==> config.mk <==
export PLATFORM = sky130hd
export DESIGN_NAME = sorted_array_priority_queue
export DESIGN_NICKNAME = d
export VERILOG_FILES = /design/src/rtl/sapq_pkg.sv /design/src/rtl/sapq_cell.sv /design/src/rtl/sorted_array_priority_queue.sv
export VERILOG_INCLUDE_DIRS = /design/src /design/src/rtl
export SDC_FILE = /design/constraint.sdc
export NUM_CORES = 2
export LEC_CHECK = 0
export BUFFER_PORTS_ARGS = -buffer_cell sky130_fd_sc_hd__buf_2
export CAP_MARGIN = 30
export CORE_MARGIN = 4
export CORE_UTILIZATION = 60
export CTS_CLUSTER_DIAMETER = 150
export DETAILED_ROUTE_END_ITERATION = 7
export PLACE_DENSITY = 0.74
export REMOVE_ABC_BUFFERS = 1
export SYNTH_ARGS = -nofsm -noshare
export SYNTH_HDL_FRONTEND = slang
export SYNTH_SLANG_ARGS = --single-unit
export TNS_END_PERCENT = 5
==> constraint.sdc <==
create_clock -name aclk -period 4.5 [get_ports aclk]
set_clock_uncertainty 0.05 [all_clocks]
set_input_delay 0.225 -clock aclk [delete_from_list [all_inputs] [get_ports aclk]]
set_output_delay 0.225 -clock aclk [all_outputs]
set_load 0.005 [all_outputs]
==> src/rtl/sorted_array_priority_queue_defines.svh <==
// assertion macros for the sorted array priority queue
// taken in by the top level; needs nothing else
`ifndef SORTED_ARRAY_PRIORITY_QUEUE_DEFINES_SVH
`define SORTED_ARRAY_PRIORITY_QUEUE_DEFINES_SVH

// antecedent implies consequent in the same cycle
`define SAPQ_ASSERT_SAME(label, clk, rst_n, ante, cons) \
    label: assert property (@(posedge clk) disable iff (!rst_n) (ante) |-> (cons)) \
        else $error("sapq check failed in the same cycle");

// antecedent implies consequent in the next cycle
`define SAPQ_ASSERT_NEXT(label, clk, rst_n, ante, cons) \
    label: assert property (@(posedge clk) disable iff (!rst_n) (ante) |=> (cons)) \
        else $error("sapq check failed one cycle later");

`endif

==> src/rtl/sapq_pkg.sv <==
// shared types and codes for the sorted array priority queue
// used by sapq_cell and sorted_array_priority_queue; depends on nothing
package sapq_pkg;

    localparam int DATA_W = 32;

    // operation codes
    localparam logic OP_INSERT = 1'b0;
    localparam logic OP_DELETE = 1'b1;

    // result status codes
    typedef enum logic [1:0] {
        ST_OK    = 2'd0,
        ST_FULL  = 2'd1,
        ST_EMPTY = 2'd2
    } sapq_status_t;

    // input item
    typedef struct packed {
        logic                     func;
        logic signed [DATA_W-1:0] value;
    } sapq_in_t;

    // result item
    typedef struct packed {
        logic signed [DATA_W-1:0] max_value;
        sapq_status_t             status;
        logic                     is_empty;
    } sapq_out_t;

    // broadcast control from the top level to every cell
    typedef struct packed {
        logic                     ins;
        logic                     del;
        logic signed [DATA_W-1:0] value;
    } sapq_ctl_t;

endpackage

==> src/rtl/sapq_cell.sv <==
// one cell of the queue: holds one entry, compares it with the new value
// and shifts with its neighbors; depends on sapq_pkg
module sapq_cell import sapq_pkg::*; #(
    parameter int INDEX = 0,
    parameter int CNT_W = 5
) (
    input  logic                     aclk,
    input  sapq_ctl_t                ctl,
    input  logic [CNT_W-1:0]         count,
    input  logic signed [DATA_W-1:0] left_entry,
    input  logic                     left_gt,
    input  logic signed [DATA_W-1:0] right_entry,
    output logic signed [DATA_W-1:0] entry,
    output logic                     gt
);

    logic signed [DATA_W-1:0] entry_reg;
    logic signed [DATA_W-1:0] entry_next;
    logic                     occupied;

    // cells hold entries in decreasing order from index zero
    assign occupied = (count > CNT_W'(INDEX));
    assign gt       = occupied && (entry_reg > ctl.value);
    assign entry    = entry_reg;

    // insert: larger entries stay, the first slot that is not larger takes
    // the new value, the rest move one place away from the head
    // delete: every entry moves one place toward the head
    always_comb begin
        entry_next = entry_reg;
        if (ctl.ins) begin
            if (!gt) begin
                entry_next = left_gt ? ctl.value : left_entry;
            end
        end else if (ctl.del) begin
            entry_next = right_entry;
        end
    end

    always_ff @(posedge aclk) begin
        entry_reg <= entry_next;
    end

endmodule

==> src/rtl/sorted_array_priority_queue.sv <==
// Sorted array priority queue, top level.
// Input channel s_valid/s_ready/s_data carries an item: func selects insert
// or delete-max, value is the signed word to insert. Output channel
// m_valid/m_ready/m_data carries exactly one result item per input item:
// max_value (the removed maximum on a good delete, else zero), status
// (ok, insert rejected when full, delete rejected when empty) and is_empty.
// Entries sit in a row of CAPACITY cells kept in decreasing order, so the
// maximum is always in cell zero. Every cell compares its own entry with
// the new value at once and shifts with its neighbors in the same cycle.
// The result is registered: it is on m_data in the cycle after acceptance.
// Throughput is one item per cycle while the receiver takes each result;
// the limit is the single output register, refilled in the cycle it is taken.
// When the receiver stalls, the result holds on m_data and s_ready drops
// until it is taken.
// Reset (aresetn low, synchronous) empties the queue and drops m_valid;
// s_ready stays low while reset is held. There is no clearing pass, the
// block takes items right after reset.
`include "sorted_array_priority_queue_defines.svh"

module sorted_array_priority_queue import sapq_pkg::*; #(
    parameter int CAPACITY = 16
) (
    input  logic      aclk,
    input  logic      aresetn,
    input  logic      s_valid,
    output logic      s_ready,
    input  sapq_in_t  s_data,
    output logic      m_valid,
    input  logic      m_ready,
    output sapq_out_t m_data
);

    localparam int CNT_W = $clog2(CAPACITY + 1);

    logic [CNT_W-1:0]         count_reg;
    logic [CNT_W-1:0]         count_next;
    logic                     m_valid_reg;
    logic                     m_valid_next;
    sapq_out_t                m_data_reg;
    sapq_out_t                m_data_next;

    logic                     accept;
    logic                     is_full;
    logic                     is_emp;
    logic                     ins_ok;
    logic                     del_ok;
    sapq_ctl_t                ctl;

    logic signed [DATA_W-1:0] entry_w [CAPACITY];
    logic                     gt_w    [CAPACITY];

    // handshake
    assign s_ready = aresetn && (!m_valid_reg || m_ready);
    assign accept  = s_valid && s_ready;
    assign m_valid = m_valid_reg;
    assign m_data  = m_data_reg;

    // request decode
    assign is_full = (count_reg == CNT_W'(CAPACITY));
    assign is_emp  = (count_reg == '0);
    assign ins_ok  = accept && (s_data.func == OP_INSERT) && !is_full;
    assign del_ok  = accept && (s_data.func == OP_DELETE) && !is_emp;

    assign ctl.ins   = ins_ok;
    assign ctl.del   = del_ok;
    assign ctl.value = s_data.value;

    // row of cells
    for (genvar j = 0; j < CAPACITY; j++) begin : g_cell
        logic signed [DATA_W-1:0] left_entry;
        logic                     left_gt;
        logic signed [DATA_W-1:0] right_entry;

        if (j == 0) begin : g_head
            assign left_entry = '0;
            assign left_gt    = 1'b1;
        end else begin : g_mid
            assign left_entry = entry_w[j-1];
            assign left_gt    = gt_w[j-1];
        end

        if (j == CAPACITY - 1) begin : g_tail
            assign right_entry = '0;
        end else begin : g_body
            assign right_entry = entry_w[j+1];
        end

        sapq_cell #(
            .INDEX (j),
            .CNT_W (CNT_W)
        ) u_cell (
            .aclk        (aclk),
            .ctl         (ctl),
            .count       (count_reg),
            .left_entry  (left_entry),
            .left_gt     (left_gt),
            .right_entry (right_entry),
            .entry       (entry_w[j]),
            .gt          (gt_w[j])
        );
    end

    // count and result
    always_comb begin
        count_next   = count_reg;
        m_valid_next = m_valid_reg;
        m_data_next  = m_data_reg;
        if (m_valid_reg && m_ready) begin
            m_valid_next = 1'b0;
        end
        if (accept) begin
            if (ins_ok) begin
                count_next = count_reg + CNT_W'(1);
            end else if (del_ok) begin
                count_next = count_reg - CNT_W'(1);
            end
            m_valid_next         = 1'b1;
            m_data_next.max_value = del_ok ? entry_w[0] : '0;
            if (s_data.func == OP_INSERT) begin
                m_data_next.status = is_full ? ST_FULL : ST_OK;
            end else begin
                m_data_next.status = is_emp ? ST_EMPTY : ST_OK;
            end
            m_data_next.is_empty = (count_next == '0);
        end
    end

    always_ff @(posedge aclk) begin
        if (!aresetn) begin
            count_reg   <= '0;
            m_valid_reg <= 1'b0;
        end else begin
            count_reg   <= count_next;
            m_valid_reg <= m_valid_next;
        end
        m_data_reg <= m_data_next;
    end

    // checks
    `SAPQ_ASSERT_SAME(a_count_bound, aclk, aresetn, 1'b1, count_reg <= CNT_W'(CAPACITY))
    `SAPQ_ASSERT_NEXT(a_insert_grows, aclk, aresetn, ins_ok, count_reg == $past(count_reg) + CNT_W'(1))
    `SAPQ_ASSERT_SAME(a_empty_flag, aclk, aresetn, m_valid_reg, m_data_reg.is_empty == (count_reg == '0))
    `SAPQ_ASSERT_SAME(a_head_order, aclk, aresetn, count_reg >= CNT_W'(2), entry_w[0] >= entry_w[1])

endmodule

# Word level (Yosys, flattened, before mapping)
# Index checks and enable logic that the tools add are counted.
# Widths: inputs -> output; s select.
[totals]
regBits = 553
out_inout_bits = 37
[op_classes]
n_reduce_logical = 47
bitwise = 1
n_mux = 71
n_eq_ne = 17
addsub = 2
magnitude_cmp = 32
[op_table]
columns = ["cell", "n"]
rows = [
  ["$mux 32", 63],
  ["$gt 32x32->1", 16],
  ["$gt 5x4->1 const B", 8],
  ["$ne 2x2->1 const B", 16],
  ["$reduce_and 2->1", 16],
  ["$logic_and 1x1->1", 23],
  ["$gt 5x3->1 const B", 4],
  ["$mux 5", 3],
  ["$gt 5x1->1 const B", 2],
  ["$gt 5x2->1 const B", 2],
  ["$logic_not 5->1", 2],
  ["$add 5x1->5 const B", 1],
  ["$eq 5x5->1 const B", 1],
  ["$sub 5x1->5 const B", 1],
  ["$mux 2", 2],
  ["$reduce_bool 2->1", 2],
  ["$logic_not 1->1", 3],
  ["$mux 1", 3],
  ["$logic_or 1x1->1", 1],
  ["$not 1->1", 1],
]

# Depth between registers and ports, before layout
[logic_depth]
word_depth = 10
depth_mapped = 11

# Modules after synthesis
# Synthesis repeated with hierarchy kept, for this count alone.
[hier_totals]
hier_cells = 4359
area_unflattened_um2 = 41469.8
[modules_own_cells]
columns = ["mod", "cells_per_inst", "seq_area_each_um2", "area_each_um2", "instances"]
rows = [
  ["sapq_cell (g_cell[0].u_cell ...)", 264, 960.9, 2472.4, 4],
  ["sapq_cell (g_cell[13].u_cell ...)", 263, 960.9, 2466.1, 3],
  ["sapq_cell (g_cell[8].u_cell ...)", 264, 960.9, 2471.1, 2],
  ["sapq_cell (g_cell[14].u_cell ...)", 263, 960.9, 2468.6, 2],
  ["sapq_cell (g_cell[15].u_cell)", 261, 960.9, 2511.2, 1],
  ["sapq_cell (g_cell[2].u_cell)", 263, 960.9, 2469.9, 1],
  ["sapq_cell (g_cell[5].u_cell)", 263, 960.9, 2467.4, 1],
  ["sapq_cell (g_cell[11].u_cell)", 263, 960.9, 2464.9, 1],
  ["sapq_cell (g_cell[7].u_cell)", 263, 960.9, 2463.6, 1],
  ["sorted_array_priority_queue", 147, 1171.1, 1925.6, 1],
]

# Worst setup path after synthesis
# No wires, ideal clock.
[synth_path]
kind = "register to register"
start = "reg m_valid_reg, in the netlist m_valid"
end = "reg g_cell[15].u_cell.entry_reg[0] (enable)"
path_stages_with_launch = 9
t_required_ps = 4018
arrival_ps = 3687
setup_slack_ps = 331
setup_ps = 432
cell_sequence = "dfxtp_1 -> nand2b_1 -> nand3_1 -> clkbuf_1 -> inv_1 -> and3_1 -> clkbuf_1 -> nor4_1 -> a21oi_1"
[synth_via]
elab_chain_len = 8
word_cells_on_any_way = 11
[synth_lines]
columns = ["element", "line_no", "text"]
rows = [
  ["start: declaration", "sorted_array_priority_queue.sv:37", "logic m_valid_reg;"],
  ["start signal: assignment", "sorted_array_priority_queue.sv:134", "m_valid_reg <= m_valid_next;"],
  ["$logic_not 1->1 *", "sorted_array_priority_queue.sv:53", "assign s_ready = aresetn && (!m_valid_reg || m_ready);"],
  ["$logic_or 1x1->1 *", "sorted_array_priority_queue.sv:53", ""],
  ["$logic_and 1x1->1 *", "sorted_array_priority_queue.sv:53", ""],
  ["$logic_and 1x1->1 *", "sorted_array_priority_queue.sv:54", "assign accept = s_valid && s_ready;"],
  ["via accept", "sorted_array_priority_queue.sv:42", "logic accept;"],
  ["$logic_and 1x1->1 (on tied branches) (2 in series)", "sorted_array_priority_queue.sv:61, sorted_array_priority_queue.sv:62", ""],
  ["$ne 2x2->1 (no line) / $reduce_bool 2->1 (equally long branches)", "-", ""],
  ["$reduce_and 2->1 (no line) *", "-", ""],
  ["end signal: assignment", "sapq_cell.sv:41", "entry_reg <= entry_next;"],
  ["end: declaration", "sapq_cell.sv:17", "logic signed [DATA_W-1:0] entry_reg;"],
]
# The timed path passes the listed nets; every way through them passes the cells marked *.
# A chain may end at the register's enable or synchronous reset.

# Final worst setup path
[layout_path]
start = "reg g_cell[6].u_cell.entry_reg[7]"
end = "reg g_cell[7].u_cell.entry_reg[1], data pin"
[layout_via]
elab_chain_len = 5
[layout_lines]
columns = ["element", "line_no", "text"]
rows = [
  ["start: declaration", "sapq_cell.sv:17", ""],
  ["start signal: assignment", "sapq_cell.sv:41", ""],
  ["$gt 32x32->1", "sapq_cell.sv:23", "assign gt = occupied && (entry_reg > ctl.value);"],
  ["$logic_and 1x1->1", "sapq_cell.sv:23", ""],
  ["$mux 32", "sapq_cell.sv:33", "entry_next = left_gt ? ctl.value : left_entry;"],
  ["$mux 32", "sapq_cell.sv:32", "if (!gt) begin"],
  ["$mux 32", "sapq_cell.sv:31", "if (ctl.ins) begin"],
  ["via g_cell[7].u_cell.entry_next[1]", "sapq_cell.sv:18", "logic signed [DATA_W-1:0] entry_next;"],
  ["end signal: assignment", "sapq_cell.sv:41", ""],
  ["end: declaration", "sapq_cell.sv:17", ""],
]
# The timed path passes the listed nets, and every way through them passes these cells. The select of a mux whose other input is x is not followed.

==> impl_summary.log <==
INFO  metric flip_flop_count_of_the_largest_register_all_copies_and_words_added = 512
INFO  metric post-synth-top-count-cell = edfxtp_1
INFO  metric area_share_of_and_or_nand_nor_cells_after_synthesis = 0.129
INFO  metric postSynth.asyncResetShare = 0
INFO  metric via_count = 31.6k
INFO  metric endpoints_failing_setup = 0
INFO  metric critical_path_required = 4.79 ns
INFO  metric post-synth-top-area-fraction = 0.438
INFO  metric stdcell_count = 4523
INFO  metric synth_warnings = 0
INFO  metric worstPathMaxFanout = 18
INFO  metric cp-start-kind = flop
INFO  metric drcViolationCount = 0
INFO  metric core_area = 61800 µm²
INFO  metric timing_worst_setup_path_type = reg2reg
INFO  metric grt_max_degree = 129
INFO  metric synth_commonest_cells = edfxtp_1, ha_1, nand2_1
INFO  metric dominant_combinational_cell_family_by_area_after_synthesis = compound AO/OA/AOI/OAI gates
INFO  metric synth_edf_count = 547
INFO  metric synth.avg_cell_area = 10.5 µm²
INFO  metric hold_viol = 0
INFO  metric maxCapViolations = 0
INFO  metric synth-seq-area-share = 0.441
INFO  metric sequential_cell_area = 16500 µm²
INFO  metric synth.area.top_cells = edfxtp_1, ha_1, o221ai_1
INFO  metric cts_max_level = 2
INFO  metric period_utilization = 0.781
INFO  metric die_width = 258 µm
INFO  metric grt_overflow = 0
INFO  metric post_cts.repair.setup_buffers = 0
INFO  metric worstSkewPairLatency = 0.64 ns
INFO  metric io_pins = 74
INFO  metric synth-seq-cells = 553
INFO  metric placed_cells_incl_taps = 4408
INFO  metric power_per_cell_area = 316 nW/µm²
INFO  metric multiInputGateArea = 19000 µm²
INFO  metric cts_buffers = 60
INFO  metric worst_setup_path_end_kind = flop
INFO  metric transition_time_at_the_pin_with_the_least_slew_margin = 0.994 ns
INFO  metric net_total_in_the_final_layout = 4191
INFO  metric outcome = finished, final reports clean
INFO  metric synth_ff_type = edfxtp_1
INFO  metric tritoncts = yes
INFO  metric viasPerCell = 6.99
INFO  metric initial_core_util = 0.607
INFO  metric ctsLongestPathBuffers = 3
INFO  metric syn-cell-area = 37500 µm²
INFO  metric fp-row-count = 91
INFO  metric io_buffer_count = 73
INFO  metric detail_route.wl_per_cell = 25.3 µm
INFO  metric syn-instance-count = 3576
INFO  metric total_leakage_power = 17.0 nW
INFO  metric cts_num_sinks = 553
INFO  metric synthDistinctLibCells = 61
INFO  metric area_growth = 9.85%
INFO  metric grt_first_pass_wirelength = 177000 µm
INFO  metric gp_routability_congestion = 1.01
INFO  metric vdd.ir_drop.worst = 0.000345 V
INFO  metric post-dp-hpwl = 86000 µm
INFO  metric route.antenna.remaining_nets = 0
INFO  metric arrival = 3.81 ns
INFO  metric max_freq = 0.284 GHz
INFO  metric vert_die_dim = 258 µm
INFO  metric time_the_worst_path_needs_with_i_o_delays_and_setup = 3.52 ns
INFO  metric max_slew_margin = 0.337
INFO  metric floorplan.die_area = 66600 µm²
INFO  metric grt_setup_unrepaired = false
INFO  metric area_fraction_in_compound_gates_after_synthesis = 0.193
INFO  metric critPathLaunch = g_cell[6].u_cell.entry[7]
INFO  metric synth.mux.area_fraction = 0.00880
INFO  metric ctsResizeCount = 0
INFO  metric worstReg2RegEnd = g_cell[7].u_cell.entry[1]
INFO  metric cts_hold_repair.buffers = 4
INFO  metric worst_setup_hold_path_clk_slew = 0.06 ns
INFO  metric yosysTopAreaCell = edfxtp_1
INFO  metric endpoint = g_cell[7].u_cell.entry[1]
INFO  metric diodes = 0
INFO  metric synth_xor_area_frac = 0.000700
INFO  metric ff2ff_setup_slack = 0.98 ns
INFO  metric reg2regPathDepth = 9
INFO  metric hold_class = in2reg
INFO  metric grt_pass1_vias = 31.6k
INFO  metric drt_wl_total = 114000 µm
INFO  metric r2r-start = g_cell[6].u_cell.entry[7]
INFO  metric post_route_cells_drive_above_1_share = 0.0887
INFO  metric grt_antenna_before_repair = 1
INFO  metric max_slew_violation_count = 0
INFO  metric drt_pre_antenna_iters = 6
INFO  metric grt.total_usage = 0.333
INFO  metric ctsRootBufferMaster = clkbuf_16
INFO  metric nFillCells = 4728
INFO  metric synth_adder_area_share = 0.172
INFO  metric drt_iter0_drc = 3438
INFO  metric report.power.total = 13.0 mW
## stage by stage
| stage | setup TNS (ns) | setup slack [ns] | utilization | hold WS, ns | cell area [µm²] |
|---|---|---|---|---|---|
| final | 0 | 0.984 | 0.667 | 0.0912 | 41200 |
| after global routing | 0 | 0.823 | 0.667 | 0.0858 | 41200 |
| after CTS | 0 | 1.04 | 0.667 | 0.0384 | 41200 |
| after detailed placement | 0 | 0.536 | 0.636 | 0.448 | 39300 |
| after global placement | 0 | 0.673 | 0.636 | 0.433 | 39300 |
| after floorplan | -3958.27 | -5.56 | - | 0.297 | 36600 |
## critical path, cell delays in order (launching register included)
cell and delay [ns]:
edfxtp_1 0.44, ha_1 0.34, a21oi_1 0.16, o21ai_0 0.20, a221o_1 0.36, o31a_1 0.35, o31ai_1 0.29, a21o_1 0.54
buf_4 0.32, o221ai_1 0.16
## per-layer routing
layer  routed length (µm)  track usage
met3                10900       0.0499
met4                 6130        0.165
met2                52900        0.543
met5                   12            0
met1                44400        0.436
## placed cells by master (no fill, tap or decap), types with 6 or more instances in the layout
master / n
inv_1: 314
dfxtp_1: 6
and2_1: 33
clkbuf_16: 61
or2_2: 13
and4_1: 6
o31a_1: 20
a211oi_1: 7
clkinv_1: 9
nor3_1: 206
buf_2: 73
o221ai_1: 256
nor2_1: 46
a21o_1: 51
buf_4: 118
nand2_1: 416
o31ai_1: 11
edfxtp_1: 547
ha_1: 517
a21oi_1: 215
nor4_1: 34
nand4_1: 117
nand3_1: 72
o211ai_1: 18
clkinv_2: 16
o21ai_0: 78
a22o_1: 8
mux2i_1: 33
a211o_1: 13
a221o_1: 208
nor2b_1: 20
buf_12: 16
o21ai_1: 10
or3_1: 10
a2111oi_0: 12
nand2b_1: 10
clkbuf_1: 14
## report_power, final
group	leakage [nW]	switching, mW	total (mW)	internal (mW)
registers	5.10	0.202	6.16	5.95
logic	11.0	1.23	1.95	0.725
clock network	0.930	2.14	4.90	2.76
## worst min path at each step
stage,to,slack [ns],depth (start not counted),start
after CTS,g_cell[0].u_cell.entry[21],0.04,4,s_data[21]
after floorplan,count_reg[0],0.30,1,aresetn
after global placement,m_valid,0.43,3,s_valid
final,g_cell[0].u_cell.entry[22],0.09,4,s_data[22]
after global routing,g_cell[0].u_cell.entry[21],0.09,4,s_data[21]
after detailed placement,m_valid,0.45,3,s_valid
## final cells by class
class | count | share of cell area
Multi-Input combinational cell | 2497 | 0.460
Sequential cell | 553 | 0.401
Timing Repair Buffer | 211 | 0.0391
Clock buffer | 75 | 0.0383
Inverter | 314 | 0.0286
Tap cell | 837 | 0.0254
Clock inverter | 36 | 0.00758
## cells by family (layout without fill, tap and decap cells)
kind of cell             Yosys count  after routing
AO/OA/AOI/OAI                    939            939
XOR/XNOR                           3              3
adder cells (fa/ha/maj)          517            517
buffers and inverters            526            636
flip-flops                       553            553
multiplexers                      33             33
AND/OR/NAND/NOR                 1005           1005
Power figures use the tool's default switching activity.
